**src/hdl/sbsm_pkg.sv**
```systemverilog
package sbsm_pkg;

  // Bus access kinds carried on the slave-side tuser
  typedef enum logic [1:0] {
    ACT_CPU_WRITE = 2'd0,
    ACT_PRG_READ  = 2'd1,
    ACT_CHR_READ  = 2'd2
  } action_t;

  // Mirroring codes reported with every result
  localparam logic [1:0] MIRROR_SINGLE     = 2'd0;
  localparam logic [1:0] MIRROR_VERTICAL   = 2'd1;
  localparam logic [1:0] MIRROR_HORIZONTAL = 2'd2;

  // Configuration register indexes
  localparam logic CFG_PRG_BANK_COUNT   = 1'b0;
  localparam logic CFG_RAM_OFFSET_UNITS = 1'b1;

  // Reset values
  localparam logic [4:0] SHIFT_EMPTY       = 5'h10;
  localparam logic [4:0] CONTROL_RESET     = 5'h0C;
  localparam logic [4:0] PRG_COUNT_RESET   = 5'd16;

  // Upper three address bits of the 8KB windows
  localparam logic [2:0] WIN_LOW     = 3'b000;
  localparam logic [2:0] WIN_RAM     = 3'b011;
  localparam logic [2:0] WIN_CONTROL = 3'b100;
  localparam logic [2:0] WIN_CHR_LO  = 3'b101;
  localparam logic [2:0] WIN_CHR_HI  = 3'b110;
  localparam logic [2:0] WIN_PRG     = 3'b111;

  localparam int ADDR_W   = 16;
  localparam int VALUE_W  = 8;
  localparam int MAPPED_W = 19;

  typedef struct packed {
    logic [4:0] shift;
    logic [4:0] control;
    logic [4:0] chr_lo;
    logic [4:0] chr_hi;
    logic [4:0] prg;
  } state_t;

  typedef struct packed {
    logic [4:0] prg_bank_count;
    logic [2:0] ram_offset_units;
  } cfg_t;

  typedef struct packed {
    action_t              action;
    logic [ADDR_W-1:0]    bus_address;
    logic [VALUE_W-1:0]   write_value;
  } item_t;

  typedef struct packed {
    logic [MAPPED_W-1:0] mapped_address;
    logic                address_valid;
    logic                in_ram;
    logic [1:0]          mirror_mode;
  } result_t;

endpackage

```
**src/hdl/sbsm_core.sv**
```systemverilog
module sbsm_core (
  input  sbsm_pkg::state_t  st,
  input  sbsm_pkg::cfg_t    cfg,
  input  sbsm_pkg::item_t   item,
  output sbsm_pkg::state_t  st_next,
  output sbsm_pkg::result_t res
);
  import sbsm_pkg::*;

  logic [2:0]          win;
  logic                in_window;
  logic [4:0]          shift_in;
  logic [1:0]          prg_mode;
  logic                low_half;
  logic [4:0]          last_bank;
  logic [4:0]          prg_bank_sel;
  logic [14:0]         prg_off;
  logic [MAPPED_W-1:0] prg_addr;
  logic [MAPPED_W-1:0] chr_addr;

  assign win       = item.bus_address[15:13];
  assign in_window = (win == WIN_RAM);
  assign shift_in  = {item.write_value[0], st.shift[4:1]};
  assign prg_mode  = st.control[3:2];
  assign low_half  = ~item.bus_address[14];
  assign last_bank = (cfg.prg_bank_count == 5'd0) ? 5'd0 : cfg.prg_bank_count - 5'd1;

  // Program bank and offset inside the selected bank
  always_comb begin
    unique case (prg_mode)
      2'd0, 2'd1: begin
        prg_bank_sel = {1'b0, st.prg[3:1], 1'b0};
        prg_off      = item.bus_address[14:0];
      end
      2'd2: begin
        prg_bank_sel = low_half ? 5'd0 : {1'b0, st.prg[3:0]};
        prg_off      = {1'b0, item.bus_address[13:0]};
      end
      default: begin
        prg_bank_sel = low_half ? {1'b0, st.prg[3:0]} : last_bank;
        prg_off      = {1'b0, item.bus_address[13:0]};
      end
    endcase
  end

  assign prg_addr = {prg_bank_sel, 14'd0} + MAPPED_W'(prg_off)
                  + MAPPED_W'({cfg.ram_offset_units, 13'd0});

  // Pattern table: one 8KB bank or two 4KB banks
  always_comb begin
    if (!st.control[4]) begin
      chr_addr = MAPPED_W'({st.chr_lo[4:1], item.bus_address[12:0]});
    end else if (!item.bus_address[12]) begin
      chr_addr = MAPPED_W'({st.chr_lo, item.bus_address[11:0]});
    end else begin
      chr_addr = MAPPED_W'({st.chr_hi, item.bus_address[11:0]});
    end
  end

  always_comb begin
    st_next            = st;
    res.mapped_address = '0;
    res.address_valid  = 1'b0;
    res.in_ram         = 1'b0;
    unique case (item.action)
      ACT_CPU_WRITE: begin
        if (in_window) begin
          res.mapped_address = MAPPED_W'(item.bus_address[12:0]);
          res.address_valid  = 1'b1;
          res.in_ram         = 1'b1;
        end else if (item.write_value[7]) begin
          st_next.shift   = SHIFT_EMPTY;
          st_next.control = st.control | CONTROL_RESET;
        end else if (st.shift[0]) begin
          // fifth bit: load the register chosen by the address window
          unique case (win)
            WIN_CONTROL: st_next.control = shift_in;
            WIN_CHR_LO:  st_next.chr_lo  = shift_in;
            WIN_CHR_HI:  st_next.chr_hi  = shift_in;
            WIN_PRG:     st_next.prg     = shift_in;
            default: ;
          endcase
          st_next.shift = SHIFT_EMPTY;
        end else begin
          st_next.shift = shift_in;
        end
      end
      ACT_PRG_READ: begin
        if (in_window) begin
          res.mapped_address = MAPPED_W'(item.bus_address[12:0]);
          res.address_valid  = 1'b1;
          res.in_ram         = 1'b1;
        end else if (item.bus_address[15]) begin
          res.mapped_address = prg_addr;
          res.address_valid  = 1'b1;
        end
      end
      ACT_CHR_READ: begin
        if (win == WIN_LOW) begin
          res.mapped_address = chr_addr;
          res.address_valid  = 1'b1;
        end
      end
      default: ;
    endcase

    // Mirroring follows the control value left by this access
    unique case (st_next.control[1:0])
      2'b10:   res.mirror_mode = MIRROR_VERTICAL;
      2'b11:   res.mirror_mode = MIRROR_HORIZONTAL;
      default: res.mirror_mode = MIRROR_SINGLE;
    endcase
  end

endmodule

```
**src/hdl/serial_bank_switch_mapper.sv**
```systemverilog
// Serial-loaded bank switching mapper.
//
// Slave side (s_*): one request per bus access. s_tuser carries the access
// kind (CPU write, program fetch, pattern fetch); s_tdata carries the bus
// address and the CPU write byte.
// Master side (m_*): exactly one result per request, in request order:
// the mapped storage offset and mirroring mode in m_tdata, the valid and
// RAM-window flags in m_tuser.
// Configuration: cfg_we/cfg_index/cfg_data write the program bank count and
// the RAM offset unit count; write them only while no request is in flight.
//
// A request passes the input register, then the translation and
// register-update logic feeding the result register, before m_tvalid.
// Throughput is one request per cycle while m_tready is high; the serial
// register and bank registers update as a request moves into the result
// register, so consecutive requests see each other's writes in order.
// Reset (rst, synchronous) empties both stages and restores the mapper
// registers and configuration to their power-up values. When m_tready is
// low the result holds, the input stage still takes one more request, and
// s_tready then drops until the result is taken.
module serial_bank_switch_mapper (
  input  logic        clk,
  input  logic        rst,
  input  logic        s_tvalid,
  output logic        s_tready,
  input  logic [23:0] s_tdata,   // [15:0] bus_address, [23:16] write_value
  input  logic [1:0]  s_tuser,   // [1:0] action
  output logic        m_tvalid,
  input  logic        m_tready,
  output logic [23:0] m_tdata,   // [18:0] mapped_address, [20:19] mirror_mode, [23:21] zero
  output logic [1:0]  m_tuser,   // [0] address_valid, [1] in_ram
  input  logic        cfg_we,
  input  logic        cfg_index,
  input  logic [4:0]  cfg_data
);
  import sbsm_pkg::*;

  logic    in_valid;
  item_t   in_item;
  logic    out_valid;
  result_t out_res;
  state_t  st;
  state_t  st_next;
  cfg_t    cfg;
  result_t res_next;
  logic    advance;

  // Move the held request forward whenever the result slot is free or drains
  assign advance  = in_valid && (!out_valid || m_tready);
  assign s_tready = !in_valid || advance;

  always_ff @(posedge clk) begin
    if (rst) begin
      in_valid <= 1'b0;
    end else if (s_tready) begin
      in_valid <= s_tvalid;
    end
  end

  // Capture the request payload
  always_ff @(posedge clk) begin
    if (s_tvalid && s_tready) begin
      in_item.action      <= action_t'(s_tuser);
      in_item.bus_address <= s_tdata[15:0];
      in_item.write_value <= s_tdata[23:16];
    end
  end

  sbsm_core u_core (
    .st      (st),
    .cfg     (cfg),
    .item    (in_item),
    .st_next (st_next),
    .res     (res_next)
  );

  // Mapper registers: commit only when the request leaves the input stage
  always_ff @(posedge clk) begin
    if (rst) begin
      st.shift   <= SHIFT_EMPTY;
      st.control <= CONTROL_RESET;
      st.chr_lo  <= '0;
      st.chr_hi  <= '0;
      st.prg     <= '0;
    end else if (advance) begin
      st <= st_next;
    end
  end

  always_ff @(posedge clk) begin
    if (rst) begin
      cfg.prg_bank_count   <= PRG_COUNT_RESET;
      cfg.ram_offset_units <= '0;
    end else if (cfg_we) begin
      unique case (cfg_index)
        CFG_PRG_BANK_COUNT:   cfg.prg_bank_count   <= cfg_data;
        CFG_RAM_OFFSET_UNITS: cfg.ram_offset_units <= cfg_data[2:0];
      endcase
    end
  end

  // Result register
  always_ff @(posedge clk) begin
    if (rst) begin
      out_valid <= 1'b0;
    end else if (advance) begin
      out_valid <= 1'b1;
    end else if (m_tready) begin
      out_valid <= 1'b0;
    end
  end

  always_ff @(posedge clk) begin
    if (advance) begin
      out_res <= res_next;
    end
  end

  assign m_tvalid = out_valid;
  assign m_tdata  = {3'd0, out_res.mirror_mode, out_res.mapped_address};
  assign m_tuser  = {out_res.in_ram, out_res.address_valid};

  // An unmapped result carries a zero offset
  a_unmapped_zero: assert property (@(posedge clk) disable iff (rst)
    (out_valid && !out_res.address_valid) |-> (out_res.mapped_address == '0))
    else $error("unmapped result with nonzero offset");

  // RAM window hits are always mapped
  a_ram_is_valid: assert property (@(posedge clk) disable iff (rst)
    (out_valid && out_res.in_ram) |-> out_res.address_valid)
    else $error("RAM window result without address_valid");

  // The serial register always keeps its marker bit somewhere
  a_shift_marker: assert property (@(posedge clk) disable iff (rst)
    st.shift != 5'd0)
    else $error("serial shift register lost its marker");

  // An empty result slot never blocks the input side
  a_no_false_stall: assert property (@(posedge clk) disable iff (rst)
    !out_valid |-> s_tready)
    else $error("input stalled with empty result register");

  // Mapper registers change only when a request advances
  a_state_hold: assert property (@(posedge clk) disable iff (rst)
    !$past(advance) && !$past(rst) |-> $stable(st))
    else $error("mapper registers changed without a request");

endmodule

```
**config.mk**
```make
export PLATFORM = sky130hd
export DESIGN_NAME = serial_bank_switch_mapper
export DESIGN_NICKNAME = d
export VERILOG_FILES = /design/src/hdl/sbsm_pkg.sv /design/src/hdl/sbsm_core.sv /design/src/hdl/serial_bank_switch_mapper.sv
export SDC_FILE = /design/constraint.sdc
export NUM_CORES = 1
export LEC_CHECK = 0
export ABC_CLOCK_PERIOD_IN_PS = 2650
export BUFFER_PORTS_ARGS = -buffer_cell sky130_fd_sc_hd__buf_2
export CAP_MARGIN = 20
export CORE_ASPECT_RATIO = 1.75
export CORE_MARGIN = 4
export CORE_UTILIZATION = 38
export DETAILED_ROUTE_END_ITERATION = 10
export PLACE_DENSITY = 0.66
export SLEW_MARGIN = 20
export SYNTH_ARGS = -nofsm -noshare
export SYNTH_HDL_FRONTEND = slang
export SYNTH_SLANG_ARGS = --single-unit
```
**constraint.sdc**
```tcl
create_clock -name clk -period 2.65 [get_ports clk]
set_input_delay 0.3975 -clock clk [delete_from_list [all_inputs] [get_ports clk]]
set_output_delay 0.3975 -clock clk [all_outputs]
set_load 0.005 [all_outputs]
```
After elaboration in Yosys (flattened, before gate mapping):

Cells that the tools add are included.

* register bits after elaboration: 84
* input bits: 37
* output and inout port bits: 28

* add/sub/neg operators: 3
* equal/unequal tests: 11
* mux-type cells: 27
* bitwise gates (word level): 3
* reductions and logical operators: 22

Operators by type and width (count)
* $mux 20: 4
* $mux 17: 4
* $pmux 20 s3: 1
* $mux 15: 3
* $mux 5: 7
* $reduce_and 6->1: 4
* $add 19x15->19: 1
* $add 19x16->19: 1
* $eq 3x3->1 const B: 4
* $mux 10: 1
* $pmux 5 s2: 1
* $eq 2x2->1 const B: 4
* $reduce_bool 2->1: 3
* $logic_not 5->1: 1
* $reduce_and 5->1: 1
* $sub 5x1->5 const B: 1
* $eq 2x1->1 const B: 2
* $logic_not 2->1: 2
* $mux 4: 1
* $pmux 2 s2: 1
* $reduce_and 2->1: 2
* $eq 3x2->1 const B: 1
* $logic_not 3->1: 1
* $mux 1: 3
* 7 further kinds: 12

Longest topological paths before layout:

Gate-level depths: netlist of run 1.

* depth in word-level cells: 9
* depth in mapped cells: 14

By module:

Synthesis of run 1 repeated with hierarchy kept, for this count alone.

* cell total of the unflattened synthesis: 355
* area total of the unflattened synthesis: 4083.9 um^2

By module, submodules not included
* serial_bank_switch_mapper: instances 1, cells each 203, area each 2980.4 um^2
* sbsm_core: instances 1, cells each 152, area each 1103.6 um^2

Worst setup path after synthesis of run 1:

OpenSTA, ideal clock, no wires.

* kind: reg2reg
* start point: register, netlist name cfg[3]
* end point: register out_res, in the netlist m_tdata[18] (data pin)
* setup time: 261 ps
* arrival: 2638 ps
* slack: -249 ps
* stages on the path, launching flop included: 15
* clock period less this slack: 2899 ps
* cells stage by stage: dfxtp_1 inv_1 ha_1 nor4b_2 nor3_1 o21ai_0 a21boi_0 fa_1 ha_1 inv_1 fa_1 nand2b_1 a22oi_1 nor4b_1 nand3b_1

RTL lines
* to (signal assigned): RTL line serial_bank_switch_mapper.sv:115 `out_res <= res_next;`
* to (decl): RTL line serial_bank_switch_mapper.sv:41 `result_t out_res;`

==> metrics.md, run 1 <==
| Metric | Value |
|---|---|
| Outcome | finished with violations |
| Failing checks | negative setup slack |
| CTS tree | done |
| Hold endpoint | in_item[9] |
| Worst setup margin | -0.281 ns |
| Routed wire length | ~7400 um |
| Synth warn | 0 |
| Routed vias/inst | 5.08 |
| Pre-CTS setup slack | -0.302 ns |
| Hold Path Origin | s_tdata[1] |
| Worst clock skew | 0.00381 ns |
| Final Cycle Share | 111% |
| CTS root buf | clkbuf_16 |
| P per Cell Area | 661 nW/um2 |
| Clk pwr share | a little under half |
| Seq/Total Area, Yosys | between 50% and 60% |
| Reg2reg path depth | 14 |
| Die width | approximately 79 um |
| Worst r2r dst | m_tdata[18] |
| Power Internal | roughly 0.0022 W |
| Worst Path Max Fanout | 2 |
| Worst slew pin tran | 0.832 ns |
| Sw Ratio | 21.3% |
| Final nets | 437 |
| Max rail drop VDD | 475 uV |
| Inserted Clock Buffers | 9 |
| Relative slew slack | 44.5% |
| Logic pwr share | around 8.2% |
| Flop pwr share | 46.7% |
| Remaining global-route overflow | 0 |
| Seq cells post-synth | between 70 and 80 |
| Fin crit period | between 2 and 3 ns |
| Final hold vios | 0 |
| Antenna violations before repair | 0 |
| Hold WS | 0.240 ns |
| Filler instances | 811 |
| TritonRoute pass-1 iters | 4 |
| Via Count | ~2.6k |
| First-pass GRT wire length | roughly 12,000 um |
| Starting Density | 38.9% |
| Hold crit path type | in2reg |
| Core Area | around 8700 um2 |
| Max Freq | 0.341 GHz |
| # placed instances | 487 |
| Syn Std Cell Area | 3370 um2 |
| Crit path kind | reg2reg |
| CP startpoint | cfg[3] |
| Net Switching | approximately 0.00061 W |
| PortBufs | 55 |
| WL per Instance | 14.4 um |
| CTS sink count | 77 |
| Mean Syn Cell Area | 10.8 um2 |
| Reg clk slew, reported paths | 0.06 ns |
| DP Wirelength | ~5200 um |
| DRC | 0 |
| Final Max Tran Viols | 0 |
| Diode count | 0 |
| CP Data Arrival Time | about 3.0 ns |
| Bufs on Longest Clock Path | 2 |
| H-tree depth | 3 |
| Setup Viol. Count Final | 3 |
| Largest net degree at the start of global routing | 37 |
| RSZ-0062 raised after global routing | yes |
| Site row count | 45 |
| Ports | between 60 and 70 |
| CP endpoint kind | register |
| Critical Path Source Type | register |
| Vias in the first global route | around 2.6k |
| Clock Latency Late Sink | approximately 0.33 ns |
| Layout Cells excl Fill | a little over 500 |
| Critical Path RT | between 2 and 3 ns |
| Area growth, synth to finish | 28.2% |
| Register-to-register setup slack | -0.28 ns |
| DIE AREA | 10,500 um2 |
| Initial DRC Count | 136 |
| R2r startpoint | cfg[3] |
| Syn Inst Count | approximately 310 |
| Post-DRT Antenna Nets | 0 |
| Share of layout cells above drive strength 1 | 28.8% |
| Die Ht | 133 um |
| WHS Path Cells | 1 |
| Post-synth cell types | 48 |
| Routability cong. | 0.795 |
| Total GRT Usage | 14.7% |
| Leakage | roughly 1.6 nW |
| Max cap viols | 0 |
[per-stage QoR]
stage	total power [W]	TNS (ns)	utilization (%)	instance area [um2]
3_3_place_gp	0.00156	-0.331	44.7	3870
4_1_cts	0.00287	-0.389	49.0	4250
3_5_place_dp	0.00157	-0.591	44.7	3870
5_1_grt	0.00297	-1.18	49.9	4330
6_report	0.00286	-0.726	49.9	4330
2_1_floorplan	0.00147	-0.0803	-	3400
[registers in the layout (all words and copies together) (netlist names)]
| signal | flops |
|---|---|
| cfg | 8 |
| m_tvalid | 1 |
| m_tuser | 2 |
| in_valid | 1 |
| in_item | 20 |
| m_tdata | 21 |
| st | 24 |
[routing by layer]
| layer | GRT usage (%) | vias up | part of all wire, % |
|---|---|---|---|
| met5 | 0 | - | 0 |
| met4 | 8.89 | 0 | 2.9 |
| met3 | 2.79 | 15 | 3.6 |
| met2 | 26.6 | 64 | 56 |
| met1 | 15.3 | 1236 | 38 |
| li1 | - | 1290 | - |
[cells in the mapped netlist (all sizes together)]
library cell | number | area, um2
nor2 | 23 | 86.3
and4 | 1 | 8.76
nor3 | 2 | 10.0
nor3b | 2 | 15.0
inv | 8 | 30.0
nand4 | 1 | 6.26
o2bb2ai | 2 | 17.5
conb | 1 | 3.75
xor2 | 1 | 8.76
o22ai | 2 | 12.5
mux2i | 6 | 60.1
o21bai | 2 | 15.0
nor2b | 17 | 106
and3 | 1 | 6.26
a22oi | 3 | 22.5
nand2 | 16 | 60.1
o21ai | 26 | 130
o31ai | 1 | 7.51
a21boi | 2 | 15.0
or4b | 2 | 20.0
nor4 | 2 | 12.5
a221oi | 1 | 8.76
xnor2 | 3 | 26.3
nand3 | 27 | 135
nor4b | 2 | 23.8
nand3b | 7 | 52.6
edfxtp | 43 | 1290
and3b | 1 | 8.76
fa | 2 | 40.0
a21oi | 32 | 160
buf | 7 | 42.5
or2 | 2 | 15.0
a211oi | 1 | 7.51
or3 | 1 | 6.26
or4 | 1 | 7.51
ha | 7 | 87.6
a21o | 1 | 7.51
a211o | 1 | 8.76
nor4bb | 1 | 10.0
nand4bb | 1 | 11.3
a22o | 2 | 17.5
and2 | 2 | 12.5
dfxtp | 34 | 681
nand2b | 4 | 25.0
clkbuf | 9 | 33.8
[placed cells by master, fill, tap and decap left out, drive strengths merged, types with 3 or more instances in the layout]
master and instances:
buf 81, edfxtp 43, dfxtp 34, a21oi 32, nand3 27, o21ai 26, nor2 23, nor2b 17
nand2 16, clkbuf 11, inv 9, nand3b 7, ha 7, mux2i 6, nand2b 4, xnor2 3
conb 3, a22oi 3
[kinds of logic (layout without fill, tap and decap cells)]
kind of cell / after synthesis / count (layout) / share of synthesized area (%)
AND/OR/NAND/NOR: 116 / 116 / 18.9
multiplexers: 6 / 6 / 1.78
flip-flops: 77 / 77 / 58.4
other: 1 / 3 / 0.111
XOR/XNOR: 4 / 4 / 1.04
adder cells (fa/ha/maj): 9 / 9 / 3.78
buffers and inverters: 24 / 105 / 3.15
AO/OA/AOI/OAI: 76 / 76 / 12.8
[worst max path at each step]
stage / to / slack [ns] / depth (start not counted)
after floorplan: m_tdata[18] / -0.08 / 14
after global placement: m_tdata[18] / -0.19 / 14
after detailed placement: m_tdata[18] / -0.30 / 14
after CTS: m_tdata[18] / -0.24 / 14
after global routing: m_tdata[18] / -0.41 / 14
final: m_tdata[18] / -0.28 / 14
[what timing repair did]
item                                    CTS  global route
gates resized for setup                   5             7
endpoints found under the setup margin    4             4
setup buffers                             5             5
pin swaps                                 4             6
hold buffers                              0             0
[critical path: stages, from the launching register on]
cell,delay [ns]
dfxtp_2,0.32
inv_2,0.07
ha_4,0.12
nor4b_4,0.27
buf_4,0.18
nand3b_1,0.15
o2bb2ai_2,0.08
a22o_1,0.26
ha_4,0.28
inv_2,0.04
fa_2,0.38
nand2b_4,0.16
a22oi_2,0.15
nor4b_1,0.07
nand3b_1,0.16
[power groups by stage]
stage                     Combinational, W  Clock, W  Sequential [W]
final                             0.000233   0.00129         0.00133
after global routing              0.000258   0.00137         0.00134
after CTS                         0.000219   0.00131         0.00133
after detailed placement          0.000207         0         0.00136
after global placement            0.000203         0         0.00136
after floorplan                   0.000116         0         0.00136
[layout make-up]
cell class,count,area [um2],share of cell area (%)
Multi-Input combinational cell,214,1390,32.1
Clock buffer,11,233,5.38
Inverter,8,30.0,0.694
Sequential cell,77,1970,45.6
Timing Repair Buffer,81,470,10.9
Tap cell,117,146,3.38
Clock inverter,5,83.8,1.94
Power figures use the tool's default switching activity.
==> run 2, diff against run 1 <==
Settings changed: PLACE_DENSITY 0.66 to 0.57.
==> metrics.md, run 2 (same netlist as run 1, synthesis figures left out) <==
| Metric | Value |
|---|---|
| Worst clock skew | 0.00655 ns (+0.00274 ns) |
| Starting Density | 38.9% (unchanged) |
| Most frequent cells in the layout | 55 x buf_2, 43 x edfxtp_1, 33 x dfxtp_1 |
| Critical Path Source Type | register |
| Max cap viols | 0 (unchanged) |
| DIE AREA | 10,500 um2 (unchanged) |
| CP endpoint kind | register |
| Clock Latency Late Sink | 0.34 ns (about the same) |
| Share of layout cells above drive strength 1 | 28.9% (+0.073 points) |
| RSZ-0062 raised after global routing | yes |
| Leakage | 1.63 nW (about the same) |
| CP Capture Point | m_tdata[18] |
| TritonRoute pass-1 iters | 4 (unchanged) |
| Reg2reg path depth | 14 (unchanged) |
| Relative slew slack | 41.7% (-2.8 points) |
| H-tree depth | 3 (unchanged) |
| Post-DRT Antenna Nets | 0 (unchanged) |
| Final nets | 436 (-0.23%) |
| Routed length on met3 | 331 um (+24%) |
| Outcome | finished with violations |
| Remaining global-route overflow | 0 (unchanged) |
| Multi-input gate area | 1400 um2 (+0.45%) |
| Fin util | 49.8% (-0.087 points) |
| Die width | 79.2 um (unchanged) |
| Inserted Clock Buffers | 9 (unchanged) |
| Ports | 65 (unchanged) |
| Setup Viol. Count Final | 3 (unchanged) |
| Uppermost layer routed | met4 |
| Area growth, synth to finish | 28.0% |
| Worst setup margin | -0.201 ns (+0.0804 ns) |
| Total GRT Usage | 15.4% (+0.73 points) |
| Routed vias/inst | 5.04 (-0.65%) |
| Filler instances | 797 (-1.7%) |
| P per Cell Area | 654 nW/um2 (-1.0%) |
| Design area | 4320 um2 (-0.17%) |
| Max Freq | 0.351 GHz (+2.8%) |
| DRC | 0 (unchanged) |
| Most common library cell in the layout ignoring fill and taps | buf_2 |
| Die Ht | 133 um (unchanged) |
| Final Cycle Share | 108% (-3.0 points) |
| Worst r2r dst | m_tdata[18] |
| Reg with most FFs | st |
| R2r startpoint | cfg[3] |
| Final Max Tran Viols | 0 (unchanged) |
| Setup TNS | -0.294 ns (+0.433 ns) |
| Initial DRC Count | 102 (-25%) |
| Core Area | 8670 um2 (unchanged) |
| Worst Path Max Fanout | 2 (unchanged) |
| Final hold vios | 0 (unchanged) |
| Largest net degree at the start of global routing | 37 (unchanged) |
| Vias in the first global route | 2,608 (-0.72%) |
| First-pass GRT wire length | 12,400 um (+2.9%) |
| Max reg flops | 24 (unchanged) |
| Site row count | 45 (unchanged) |
| FF+latch area | 1970 um2 (unchanged) |
| DP Area | 3880 um2 (+0.19%) |
| CP startpoint | cfg[3] |
| M1 WL | 2870 um (+3.7%) |
| Worst slew pin tran | 0.874 ns (+0.0419 ns) |
| Hold crit path type | in2reg |
| CTS sink count | 77 (unchanged) |
| Reg clk slew, reported paths | 0.06 ns (about the same) |
| Register-to-register setup slack | -0.20 ns (+0.08 ns) |
| CTS tree | done |
| Via Count | 2,583 (-0.84%) |
| Max rail drop VDD | 403 uV (-15%) |
| Routed wire length | 7580 um (+2.8%) |
| Bufs on Longest Clock Path | 2 (unchanged) |
| Antenna violations before repair | 0 (unchanged) |
| Critical Path RT | 2.73 ns (about the same) |
| PortBufs | 55 (unchanged) |
| Diode count | 0 (unchanged) |
| Fin crit period | 2.85 ns (-0.0804 ns) |
| CP Data Arrival Time | 2.93 ns (-0.08 ns) |
| Routability cong. | 0.807 (+1.6%) |
| Crit path kind | reg2reg |
| DP Wirelength | 5440 um (+4.9%) |
| CTS root buf | clkbuf_16 |
| Failing checks | negative setup slack |
| Met2 wire len | 4210 um (+2.0%) |
| WL per Instance | 14.8 um (+3.0%) |
## run 2: changes by cell type in the layout (fill, tap and decap cells not counted), moves of 2 or more
cell        delta
buf_4          -2
clkbuf_1       -2
inv_6          +2
clkinvlp_4     -2
## run 2: area by class of cell
type / count / share of cell area, %
well taps: 117 / 3.39
clock inverters: 7 / 1.88
multi-input cells: 214 / 32.3
inverters: 8 / 0.695
flip-flops and latches: 77 / 45.7
clock buffers: 9 / 5.22
repair buffers: 80 / 10.8
## run 2: critical path: stages, from the launching register on
cell	delay, ns
dfxtp_2	0.32
inv_2	0.07
ha_4	0.12
nor4b_4	0.24
nor3_2	0.07
o21ai_1	0.12
a21boi_1	0.09
fa_1	0.49
ha_2	0.19
inv_2	0.04
fa_2	0.33
nand2b_4	0.15
a22oi_2	0.12
nor4b_1	0.07
nand3b_1	0.17
## run 2: through the flow
stage	cells	power [W]	setup WS (ns)	hold WS, ns
floorplan	315	0.00147	-0.0803	0.440
global placement	488	0.00157	-0.166	0.464
detailed placement	488	0.00157	-0.220	0.467
CTS	511	0.00285	-0.184	0.219
global route	512	0.00294	-0.340	0.213
finish	512	0.00282	-0.201	0.231
## run 2: worst min path at each step
stage,startpoint,cells after the start,end
after global routing,s_tdata[5],1,in_item[13]
after global placement,st[14],2,st[14]
after detailed placement,st[3],2,st[3]
after CTS,s_tdata[10],1,in_item[18]
after floorplan,cfg[0],2,cfg[0]
final,s_tdata[5],1,in_item[13]
## run 2: repair_timing
item	CTS	global route
hold buffers	0	0
setup endpoints to repair	3	4
setup buffers	7	1
pin swaps	12	9
gates resized for setup	11	2
## run 2: routing by layer
layer  vias up  global-route usage (%)
met2        67                    28.3
li1       1289                       -
met4         0                    6.98
met5         -                       0
met1      1214                    16.2
met3        13                    3.81
## run 2: power by group
group	internal, W	total (W)	switching, W
clock network	0.000745	0.00125	0.000507
registers	0.00131	0.00134	0.0000259
logic	0.000113	0.000235	0.000122
total	0.00217	0.00282	0.000655
